--- src/hw/rtl/assert_macros.svh ---
// ----------------------------------------------------------------------------
// assert_macros
// shared concurrent assertion macros, clocked on i_clk and off during reset
// ----------------------------------------------------------------------------
`ifndef ASSERT_MACROS_SVH
`define ASSERT_MACROS_SVH

// same-cycle implication
`define ASSERT_IMP(label, ante, cons, msg) \
    label: assert property (@(posedge i_clk) disable iff (!i_rst_n) \
        (ante) |-> (cons)) else $error(msg);

// next-cycle implication
`define ASSERT_NXT(label, ante, cons, msg) \
    label: assert property (@(posedge i_clk) disable iff (!i_rst_n) \
        (ante) |=> (cons)) else $error(msg);

`endif

--- src/hw/rtl/stie_pkg.sv ---
// ----------------------------------------------------------------------------
// stie_pkg
// types and constants of the session table with idle expiry
// ----------------------------------------------------------------------------
package stie_pkg;

    localparam int unsigned SESSION_SLOTS_DEF = 4;
    localparam int unsigned TIME_BITS_DEF     = 48;

    localparam int unsigned NOW_W      = 48;
    localparam int unsigned TOKEN_W    = 256;
    localparam int unsigned TIMEOUT_W  = 32;
    localparam int unsigned SLOT_IDX_W = 2;

    localparam logic [TIMEOUT_W-1:0] TIMEOUT_RESET = 32'd43200000;

    typedef enum logic [2:0] {
        OP_INSERT       = 3'd0,
        OP_LOOKUP       = 3'd1,
        OP_REMOVE       = 3'd2,
        OP_CLEAR_ALL    = 3'd3,
        OP_CLEAR_OTHERS = 3'd4
    } t_opcode;

    typedef enum logic [1:0] {
        ST_IDLE,
        ST_READ,
        ST_EVAL,
        ST_FINISH
    } t_state;

    typedef struct packed {
        logic [2:0]       opcode;
        logic [NOW_W-1:0] now_ms;
        logic [63:0]      token_word0;
        logic [63:0]      token_word1;
        logic [63:0]      token_word2;
        logic [63:0]      token_word3;
    } t_in_beat;

    typedef struct packed {
        logic                  found;
        logic [SLOT_IDX_W-1:0] slot_index;
    } t_out_beat;

endpackage

--- src/hw/rtl/session_table_idle_expiry.sv ---
// ----------------------------------------------------------------------------
// session_table_idle_expiry
// small table of 256-bit session tokens with idle expiry and oldest-slot
// replacement, scanned one slot at a time
// ----------------------------------------------------------------------------
// One beat in, one beat out. The table is walked one slot at a time by a small
// sequencer around a single evaluation unit (token equality, age subtract and
// timeout compare, oldest-time compare). Each visited slot is first read from
// the slot memory and then evaluated; an item visits one slot at best and all
// SESSION_SLOTS slots at worst (four at four slots), while clear all and
// unknown opcodes skip the scan and go straight to the finish state.
// The input is stalled while an item is in work; a finished result sits in an
// output register, so the next item can be taken while that beat waits.
// Tokens and last-seen times live in a slot memory; only the per-slot valid
// bits are flip-flops, so reset needs no clearing pass. The idle timeout is
// to be written on the config channel while the block is idle (not enforced).
// ----------------------------------------------------------------------------
module session_table_idle_expiry #(
    parameter int unsigned SESSION_SLOTS = stie_pkg::SESSION_SLOTS_DEF,
    parameter int unsigned TIME_BITS     = stie_pkg::TIME_BITS_DEF
) (
    input  logic                            i_clk,
    input  logic                            i_rst_n,
    // config channel
    input  logic                            i_cfg_valid,
    output logic                            o_cfg_ready,
    input  logic [stie_pkg::TIMEOUT_W-1:0]  i_cfg_data,
    // input channel
    input  logic                            i_in_valid,
    output logic                            o_in_stall,
    input  stie_pkg::t_in_beat              i_in_beat,
    // output channel
    output logic                            o_out_valid,
    input  logic                            i_out_stall,
    output stie_pkg::t_out_beat             o_out_beat
);

    import stie_pkg::*;

    localparam int unsigned IDX_W = (SESSION_SLOTS > 1) ? $clog2(SESSION_SLOTS) : 1;
    localparam logic [IDX_W-1:0] IDX_LAST = IDX_W'(SESSION_SLOTS - 1);

    // control state
    t_state                     r_state, n_state;
    logic [IDX_W-1:0]           r_idx, n_idx;
    logic [SESSION_SLOTS-1:0]   r_valid, n_valid;
    logic                       r_out_valid, n_out_valid;
    logic [TIMEOUT_W-1:0]       r_timeout;

    // item context
    logic [2:0]                 r_op, n_op;
    logic [TIME_BITS-1:0]       r_now, n_now;
    logic [TOKEN_W-1:0]         r_tok, n_tok;
    logic                       r_found, n_found;
    logic [IDX_W-1:0]           r_slot, n_slot;
    logic [TIME_BITS-1:0]       r_oldest, n_oldest;
    logic [IDX_W-1:0]           r_oldest_idx, n_oldest_idx;
    t_out_beat                  r_out_beat, n_out_beat;

    // slot memory
    logic [TOKEN_W-1:0]         r_tok_mem  [SESSION_SLOTS];
    logic [TIME_BITS-1:0]       r_time_mem [SESSION_SLOTS];
    logic [TOKEN_W-1:0]         r_rd_tok;
    logic [TIME_BITS-1:0]       r_rd_time;
    logic                       w_tok_we;
    logic                       w_time_we;
    logic [IDX_W-1:0]           w_addr;

    // evaluation unit
    logic                       w_in_take;
    logic                       w_out_take;
    logic                       w_out_free;
    logic [TIME_BITS+NOW_W-1:0] w_now_ext;
    logic [TIME_BITS-1:0]       w_age;
    logic                       w_expired;
    logic                       w_match;
    logic                       w_slot_valid;
    logic                       w_last;
    logic                       w_older;
    logic                       w_free;
    logic [IDX_W-1:0]           w_pick;
    logic                       w_eval_done;
    logic [IDX_W+SLOT_IDX_W-1:0] w_slot_ext;

    assign o_cfg_ready = 1'b1;
    assign o_in_stall  = (r_state != ST_IDLE);
    assign o_out_valid = r_out_valid;
    assign o_out_beat  = r_out_beat;

    assign w_in_take  = i_in_valid && !o_in_stall;
    assign w_out_take = r_out_valid && !i_out_stall;
    assign w_out_free = !r_out_valid || !i_out_stall;

    // now_ms reduced (or widened) to the table's time width
    assign w_now_ext = {TIME_BITS'(0), i_in_beat.now_ms};

    // age wraps modulo 2^TIME_BITS
    assign w_age        = r_now - r_rd_time;
    assign w_expired    = w_age > TIME_BITS'(r_timeout);
    assign w_match      = (r_rd_tok == r_tok);
    assign w_slot_valid = r_valid[r_idx];
    assign w_last       = (r_idx == IDX_LAST);

    // insert: free or stale slot wins, else oldest time, lowest index on ties
    assign w_older = (r_rd_time < r_oldest);
    assign w_free  = !w_slot_valid || w_expired;
    assign w_pick  = (w_free || w_older) ? r_idx : r_oldest_idx;

    // slot index on the port is the slot number masked to two bits
    assign w_slot_ext = {SLOT_IDX_W'(0), r_slot};

    always_comb begin
        case (r_op)
            OP_INSERT:       w_eval_done = w_free || w_last;
            OP_LOOKUP:       w_eval_done = (w_slot_valid && !w_expired && w_match) || w_last;
            OP_REMOVE:       w_eval_done = (w_slot_valid && w_match) || w_last;
            OP_CLEAR_OTHERS: w_eval_done = w_last;
            default:         w_eval_done = 1'b1;
        endcase
    end

    // next state
    always_comb begin
        n_state = r_state;
        case (r_state)
            ST_IDLE: begin
                if (w_in_take) begin
                    if (i_in_beat.opcode inside {OP_INSERT, OP_LOOKUP, OP_REMOVE,
                                                 OP_CLEAR_OTHERS}) begin
                        n_state = ST_READ;
                    end else begin
                        n_state = ST_FINISH;
                    end
                end
            end
            ST_READ: begin
                n_state = ST_EVAL;
            end
            ST_EVAL: begin
                n_state = w_eval_done ? ST_FINISH : ST_READ;
            end
            ST_FINISH: begin
                if (w_out_free) begin
                    n_state = ST_IDLE;
                end
            end
            default: begin
                n_state = ST_IDLE;
            end
        endcase
    end

    // datapath and outputs
    always_comb begin
        n_idx         = r_idx;
        n_valid       = r_valid;
        n_op          = r_op;
        n_now         = r_now;
        n_tok         = r_tok;
        n_found       = r_found;
        n_slot        = r_slot;
        n_oldest      = r_oldest;
        n_oldest_idx  = r_oldest_idx;
        n_out_valid   = r_out_valid && !w_out_take;
        n_out_beat    = r_out_beat;
        w_tok_we      = 1'b0;
        w_time_we     = 1'b0;
        w_addr        = r_idx;

        case (r_state)
            ST_IDLE: begin
                if (w_in_take) begin
                    n_op          = i_in_beat.opcode;
                    n_now         = w_now_ext[TIME_BITS-1:0];
                    n_tok         = {i_in_beat.token_word3, i_in_beat.token_word2,
                                     i_in_beat.token_word1, i_in_beat.token_word0};
                    n_idx         = '0;
                    n_found       = 1'b0;
                    n_slot        = '0;
                    n_oldest      = '1;
                    n_oldest_idx  = '0;
                    if (i_in_beat.opcode == OP_CLEAR_ALL) begin
                        n_valid = '0;
                    end
                end
            end
            ST_EVAL: begin
                case (r_op)
                    OP_INSERT: begin
                        if (w_older) begin
                            n_oldest      = r_rd_time;
                            n_oldest_idx  = r_idx;
                        end
                        if (w_free || w_last) begin
                            w_addr          = w_pick;
                            w_tok_we        = 1'b1;
                            w_time_we       = 1'b1;
                            n_valid[w_pick] = 1'b1;
                            n_found         = 1'b1;
                            n_slot          = w_pick;
                        end
                    end
                    OP_LOOKUP: begin
                        if (w_slot_valid) begin
                            if (w_expired) begin
                                n_valid[r_idx] = 1'b0;
                            end else if (w_match) begin
                                w_time_we = 1'b1;
                                n_found   = 1'b1;
                                n_slot    = r_idx;
                            end
                        end
                    end
                    OP_REMOVE: begin
                        if (w_slot_valid && w_match) begin
                            n_valid[r_idx] = 1'b0;
                            n_found        = 1'b1;
                            n_slot         = r_idx;
                        end
                    end
                    OP_CLEAR_OTHERS: begin
                        if (w_slot_valid && !w_match) begin
                            n_valid[r_idx] = 1'b0;
                        end
                    end
                    default: begin
                    end
                endcase
                if (!w_eval_done) begin
                    n_idx = r_idx + IDX_W'(1);
                end
            end
            ST_FINISH: begin
                if (w_out_free) begin
                    n_out_valid           = 1'b1;
                    n_out_beat.found      = r_found;
                    n_out_beat.slot_index = w_slot_ext[SLOT_IDX_W-1:0];
                end
            end
            default: begin
            end
        endcase
    end

    // control registers
    always_ff @(posedge i_clk) begin
        if (!i_rst_n) begin
            r_state     <= ST_IDLE;
            r_valid     <= '0;
            r_out_valid <= 1'b0;
            r_timeout   <= TIMEOUT_RESET;
        end else begin
            r_state     <= n_state;
            r_valid     <= n_valid;
            r_out_valid <= n_out_valid;
            if (i_cfg_valid && o_cfg_ready) begin
                r_timeout <= i_cfg_data;
            end
        end
    end

    // payload registers
    always_ff @(posedge i_clk) begin
        r_idx         <= n_idx;
        r_op          <= n_op;
        r_now         <= n_now;
        r_tok         <= n_tok;
        r_found       <= n_found;
        r_slot        <= n_slot;
        r_oldest      <= n_oldest;
        r_oldest_idx  <= n_oldest_idx;
        r_out_beat    <= n_out_beat;
    end

    // slot memory: one write port, one registered read port at the scan index
    always_ff @(posedge i_clk) begin
        if (w_tok_we) begin
            r_tok_mem[w_addr] <= r_tok;
        end
        if (w_time_we) begin
            r_time_mem[w_addr] <= r_now;
        end
        r_rd_tok  <= r_tok_mem[r_idx];
        r_rd_time <= r_time_mem[r_idx];
    end

`include "assert_macros.svh"

    `ASSERT_NXT(a_accept_starts, w_in_take,
        r_state == ST_READ || r_state == ST_FINISH,
        "item accepted but sequencer did not start")
    `ASSERT_IMP(a_miss_slot_zero, r_out_valid && !r_out_beat.found,
        r_out_beat.slot_index == SLOT_IDX_W'(0),
        "miss reported with nonzero slot")
    `ASSERT_NXT(a_finish_loads, r_state == ST_FINISH && w_out_free,
        r_out_valid && r_state == ST_IDLE,
        "finished item not presented")
    `ASSERT_IMP(a_eval_scan_range, r_state == ST_EVAL, r_idx <= IDX_LAST,
        "scan index past last slot")

endmodule
--- config.mk ---
export PLATFORM = sky130hd
export DESIGN_NAME = session_table_idle_expiry
export DESIGN_NICKNAME = d
export VERILOG_FILES = /design/src/hw/rtl/stie_pkg.sv /design/src/hw/rtl/session_table_idle_expiry.sv
export VERILOG_INCLUDE_DIRS = /design/src /design/src/hw/rtl
export SDC_FILE = /design/constraint.sdc
export NUM_CORES = 2
export LEC_CHECK = 0
export BUFFER_PORTS_ARGS = -buffer_cell sky130_fd_sc_hd__buf_4
export CAP_MARGIN = 20
export CORE_AREA = 2 2 283 397
export CTS_CLUSTER_DIAMETER = 120
export DETAILED_ROUTE_END_ITERATION = 8
export DIE_AREA = 0 0 285 399
export GPL_TIMING_DRIVEN = 0
export PLACE_DENSITY = 0.83
export SYNTH_ARGS = -nofsm -noshare
export SYNTH_HDL_FRONTEND = slang
export SYNTH_SLANG_ARGS = --single-unit
--- constraint.sdc ---
create_clock -name i_clk -period 37.6 [get_ports i_clk]
set_clock_uncertainty 0.1 [all_clocks]
set_input_delay 5.64 -clock i_clk [delete_from_list [all_inputs] [get_ports i_clk]]
set_output_delay 5.64 -clock i_clk [all_outputs]
set_load 0.02 [all_outputs]
### Yosys cells after proc, flatten, opt, wreduce, memory -nomap -nowiden

Memory sizes are Yosys's and may differ from the RTL's. A register that Yosys moved wholly into a read port is not among the register bits.
Index checks and enable logic that the tools add are counted.

| cells by class | value |
|---|---|
| equality and inequality tests | 27 |
| reduce and logical (&&, ||, !) cells | 35 |
| bitwise logic cells | 3 |
| add/subtract/negate cells | 2 |
| muxes and demuxes | 64 |
| $lt $le $gt $ge | 6 |

Operators with widths:

| cell | count |
|---|---|
| == test 256 bit | 1 |
| two-way mux 48 bit | 3 |
| one-hot mux 48 bit (2 select lines) | 1 |
| greater-than comparator 48 x 32 -> 1 bit | 1 |
| less-than comparator 48 bit | 1 |
| subtractor 48 bit | 1 |
| two-way mux 2 bit | 17 |
| two-way mux 4 bit | 7 |
| two-way mux 1 bit | 22 |
| inequality test 3 bit (second input constant) | 7 |
| one-hot mux 4 bit (4 select lines) | 1 |
| one-hot mux 2 bit (2 select lines) | 3 |
| inequality test 2 bit (second input constant) | 5 |
| == test 3 x 2 -> 1 bit (second input constant) | 3 |
| logical AND 1 bit | 9 |
| AND reduction 9 bit | 1 |
| one-hot mux 2 bit (4 select lines) | 1 |
| one-hot mux 4 bit (2 select lines) | 1 |
| AND reduction 8 bit | 1 |
| zero test 1 bit | 7 |
| == test 2 bit (second input constant) | 3 |
| == test 3 x 1 -> 1 bit (second input constant) | 2 |
| == test 3 bit (second input constant) | 2 |
| zero test 3 bit | 2 |
| 23 further kinds | 35 |

| word-level totals | value |
|---|---|
| bits in writable memories | 1216 |
| logic and storage cells | 153 |
| bits of input ports | 344 |
| output and inout bits | 6 |
| register bits | 404 |
| memories kept | 2 |

Memory list:

| name | depth | bits a word | rd ports | clocked after Yosys merged registers in | wr ports | line | text |
|---|---|---|---|---|---|---|---|
| r_tok_mem | 4 | 256 | 1 | 1 | 1 | session_table_idle_expiry.sv:61 | `logic [TOKEN_W-1:0] r_tok_mem [SESSION_SLOTS];` |
| r_time_mem | 4 | 48 | 1 | 1 | 1 | session_table_idle_expiry.sv:62 | `logic [TIME_BITS-1:0] r_time_mem [SESSION_SLOTS];` |

### Depth between registers and ports, before layout

| depth | value |
|---|---|
| depth after elaboration | 14 |
| mapped depth | 28 |
| mapped depth without buffers | 25 |

### Least setup slack after synthesis

No wires, ideal clock.

| timing | value |
|---|---|
| path kind | reg2reg |
| start point | register r_now[4] |
| end point | memory r_tok_mem[3][0], enable pin |
| clock period less this slack | 25.283 ns |
| stages on the path, launching flop included | 27 |
| required time | 36.261 ns |
| data arrival time | 23.944 ns |
| setup slack | 12.317 ns |
| path buffers | 2 |
| setup time | 1.239 ns |
| cells stage by stage | edfxtp_1 -> ha_1 -> a21o_1 -> a31o_2 -> o2111ai_1 -> nand2_1 -> nor2_1 -> inv_1 -> a21o_1 -> a21o_1 -> a21o_1 -> a21oi_1 -> xnor2_1 -> ha_1 -> a211oi_1 -> nor4_1 -> a211oi_1 -> o211ai_1 -> nor3_1 -> o221ai_1 -> a2111o_1 -> or4_1 -> buf_2 -> buf_2 -> nor2_4 -> mux2i_1 -> nor3b_1 |

| on the way | value |
|---|---|
| word-level cells in the longest chain between the ends | 9 |
| elaborated cells between the ends (all ways) | 14 |
| classes of those cells | 1 x add/sub; 1 x order compare; 9 x mux; 3 x reduce/logical |

Ends and longest elaborated chain:

| what | line | text |
|---|---|---|
| start, declared | session_table_idle_expiry.sv:52 | `logic [TIME_BITS-1:0] r_now, n_now;` |
| start signal, assigned | session_table_idle_expiry.sv:266 | `r_now <= n_now;` |
| subtractor 48 bit (*) | session_table_idle_expiry.sv:98 | `assign w_age = r_now - r_rd_time;` |
| greater-than comparator 48 x 32 -> 1 bit (*) | session_table_idle_expiry.sv:99 | `assign w_expired = w_age > TIME_BITS'(r_timeout);` |
| logical OR 1 bit (*) | session_table_idle_expiry.sv:106 | `assign w_free = !w_slot_valid \|\| w_expired;` |
| logical OR 1 bit | session_table_idle_expiry.sv:194 | `if (w_free \|\| w_last) begin` |
| two-way mux 1 bit | session_table_idle_expiry.sv:194 |  |
| two-way mux 1 bit | session_table_idle_expiry.sv:188 | `case (r_op)` |
| two-way mux 1 bit | session_table_idle_expiry.sv:170 | `case (r_state)` |
| two-way mux 1 bit | session_table_idle_expiry.sv:277 | `if (w_tok_we) begin` |
| two-way mux 1 bit (not written as such) | session_table_idle_expiry.sv:278 | `r_tok_mem[w_addr] <= r_tok;` |
| end, declared | session_table_idle_expiry.sv:61 |  |

Mark *: on every way between the ends. The rest lies on a longest branch, timed or not.

### Worst setup path in the final report

| timing | value |
|---|---|
| start point | register r_now[0] |
| end point | memory r_tok_mem[3][131], enable pin |

The elaborated chain is that of the path after synthesis.

==> results.ini <==
[setup_path]
start_kind = flop
cpPeakStageDelay_ps = 940
path_delay_family = compound AO/OA/AOI/OAI gates
crit_slowest_cell = o21ai_0
critical_path_class = flop to flop
arrival_ps = 10220
crit_required_ps = 37990
cp.buffers_inverters = 10
crit_fanout = 10
crit_path_end_kind = flop
worst_path_most_repeated_cell = buf_6

[clock_tree]
clk_path_buf_depth = 3
cts_hold_buf = 0
cts_root_buf = clkbuf_16
htreeDepth = 4
cts_tree = done
postCtsResizedCells = 0
cts_sinks = 1924
clkTransAtPathRegs_ps = 60
clk_latency_ps = 800
post_cts_buffers = 0
numCtsBuffers = 165

[timing]
finalWorstSetupSlack_ps = 27770
tns_ps = 0
fin_crit_ps = 9830
final_max_slew_viol_count = 0
slew_headroom_pct = 15.0
finalHoldViolCount = 0
worst_pin_slew_ps = 1260
timing.fmax_mhz = 102
setup_viol = 0
rsz0062_at_grt = false
fin_crit_sh_pct = 26.1

[route]
route.detailed.drc = 0
wl_per_cell_um = 31.7
antenna_left = 0
dr_total_vias = 38500
drt_iter0_markers = 4750
routed_wirelength_um = 189000
vias_per_cell = 6.47
dr.pass1.iters = 5

[yosys]
synth-compound-area-share_pct = 3.08
async_reset_ff_share_pct = 0
yosys.area_share.simple_pct = 3.32
synth_xor_area_share_pct = 3.47
synth_top_family_by_area = multiplexers
synthAdderAreaFrac_pct = 2.32
muxShareOfSynthArea_pct = 10.1
synth-seq-cells = 1924
ys_warn_count = 0
synth-edff-count = 1581
synth_cell_types = 84
synthesis.area_um2 = 71300
yosysSeqAreaShare_pct = 76.3
syn_area_per_cell_um2 = 19.1
synth-main-ff-cell = edfxtp_1
syn-instance-count = 3721
syn-num-nets = 4196

[placement]
hpwl_um = 122000
place_congestion = 0.944
port_buffers = 346
dp_slack_ps = 28100

[grt]
grt_max_degree = 57
grt.total_usage_pct = 33.6
gr-usage-met1_pct = 40.3
grt_pass1_vias = 39700
grt_pass1_wl_um = 270000
top_usage_layer = met2
met3_usage_pct = 6.47
use_met2_pct = 57.6
antenna_found_initial = 13
grt.overflow.total = 0

[finish]
nets = 4827
utilization_pct = 75.7
seq_area_um2 = 54300
multiInputGateArea_um2 = 16000
drive_above_1_share_pct = 24.1
final_common_cell = edfxtp_1
n_fill_cell = 5609
area_delta_synth_final_pct = 16.7
layout_common_cells = edfxtp_1 (1,581), buf_4 (349), dfxtp_1 (343)

[floorplanning]
start_util_pct = 64.8
std_cell_rows = 144
die-area_um2 = 114000
die_x_um = 285
core_um2 = 110000
die_h_um = 399
ios = 350

[power]
powerDensity_nw_per_um2 = 58.1
leakage_nw = 28.8
vdd_ir_drop_max_v = 0.0000534

[worst_hold_path]
hold_class = flop to flop

[outcome]
outcome = finished, final reports clean

[flow_run]
drv_cap = 0

-- worst register-to-register path, delay by kind of cell (launching register included) --
| kind | cells | cell delay [ps] |
|---|---|---|
| muxes | 1 | 280 |
| xor gates and xnor gates | 1 | 340 |
| and+or+nand+nor | 7 | 2350 |
| adders and majority gates | 3 | 860 |
| AOI/OAI and AO/OA | 8 | 3240 |
| DFF | 1 | 530 |
| buffers and inverters | 10 | 1810 |
-- sequential cells by signal, indices dropped and copies added, names as in the netlist --
name	count
r_tok_mem	1024
r_rd_tok	256
r_tok	256
r_time_mem	192
r_now	48
r_oldest	48
r_rd_time	48
r_timeout	32
r_valid	4
o_out_beat	3
r_op	3
r_idx	2
r_oldest_idx	2
r_slot	2
r_state	2
o_out_valid	1
r_found	1
-- metrics by stage --
| step | std cells | hold WS (ps) | cell area [um^2] | power, mW |
|---|---|---|---|---|
| after global placement | 5527 | 304 | 75700 | 3.09 |
| after detailed placement | 5643 | 305 | 77600 | 3.10 |
| after floorplan | 3721 | 300 | 71300 | 2.87 |
| final | 5952 | 319 | 83200 | 4.83 |
| after CTS | 5948 | 319 | 83100 | 4.83 |
| after global routing | 5952 | 323 | 83200 | 4.95 |
-- where the power goes --
| part | leakage [nW] | internal (mW) | switching [mW] |
|---|---|---|---|
| combinational | 8.85 | 0.247 | 0.336 |
| clock | 2.71 | 0.982 | 0.772 |
| sequential | 17.2 | 2.42 | 0.0797 |
-- final cells by class --
type,instances,share of cell area [%]
clock buffer,225,5.55
multi-input combinational,1534,19.2
sequential,1924,65.3
clock inverter,80,1.10
buffer,110,0.551
inverter,153,0.690
tap,1460,2.20
timing repair buffer,464,5.34
antenna,2,0.00602
-- kinds of logic (layout without fill, tap and decap cells) --
family                   Yosys count  after routing
multiplexers                     339            339
adder cells (fa/ha/maj)          132            132
AO/OA/AOI/OAI                    325            325
flip-flops                      1924           1924
other                              1              3
buffers and inverters            263           1032
XOR/XNOR                         282            282
AND/OR/NAND/NOR                  455            455
-- worst paths after layout --
| check | start | end | slack [ps] | cells past startpoint |
|---|---|---|---|---|
| worst max-delay path | r_now[0] | r_tok_mem[3][131] | 27770 | 30 |
| worst min-delay path | r_found | o_out_beat[2] | 320 | 0 |
| worst max register to register | r_now[0] | r_tok_mem[3][131] | 27770 | 30 |
| worst min register to register | r_found | o_out_beat[2] | 320 | 0 |
-- synthesized netlist by cell type, drive strengths merged (4+ instances only) --
| cell type | n | area [um^2] |
|---|---|---|
| edfxtp | 1581 | 47500 |
| nor2 | 60 | 233 |
| clkbuf | 52 | 195 |
| or2 | 5 | 33.8 |
| a211o | 7 | 61.3 |
| or3 | 9 | 56.3 |
| xor2 | 30 | 263 |
| a311oi | 5 | 43.8 |
| nand3 | 20 | 100 |
| o21a | 9 | 67.6 |
| or4 | 5 | 37.5 |
| nand2b | 9 | 56.3 |
| inv | 152 | 571 |
| o21bai | 4 | 30.0 |
| mux4 | 305 | 6870 |
| o21ai | 51 | 255 |
| a21oi | 99 | 507 |
| nand4 | 96 | 601 |
| dfxtp | 343 | 6870 |
| a211oi | 10 | 75.1 |
| o31ai | 5 | 37.5 |
| a221oi | 4 | 52.6 |
| nor4 | 33 | 228 |
| a31o | 4 | 35.0 |
| nor3 | 28 | 145 |
| o211ai | 22 | 170 |
| nand2 | 134 | 503 |
| mux2i | 31 | 310 |
| and3 | 7 | 48.8 |
| o22ai | 6 | 43.8 |
| a21o | 45 | 338 |
| xnor2 | 252 | 2210 |
| o211a | 6 | 60.1 |
| buf | 58 | 236 |
| and2 | 7 | 43.8 |
| ha | 130 | 1630 |
| a22oi | 10 | 75.1 |
| nor2b | 33 | 206 |
-- layer usage --
metal / part of all wire [%] / wire, um
met5: 0.061 / 115
met4: 6.4 / 12100
met3: 8.7 / 16500
met2: 51 / 96200
met1: 34 / 63600
Note: power is estimated with default switching activity, not from simulation.
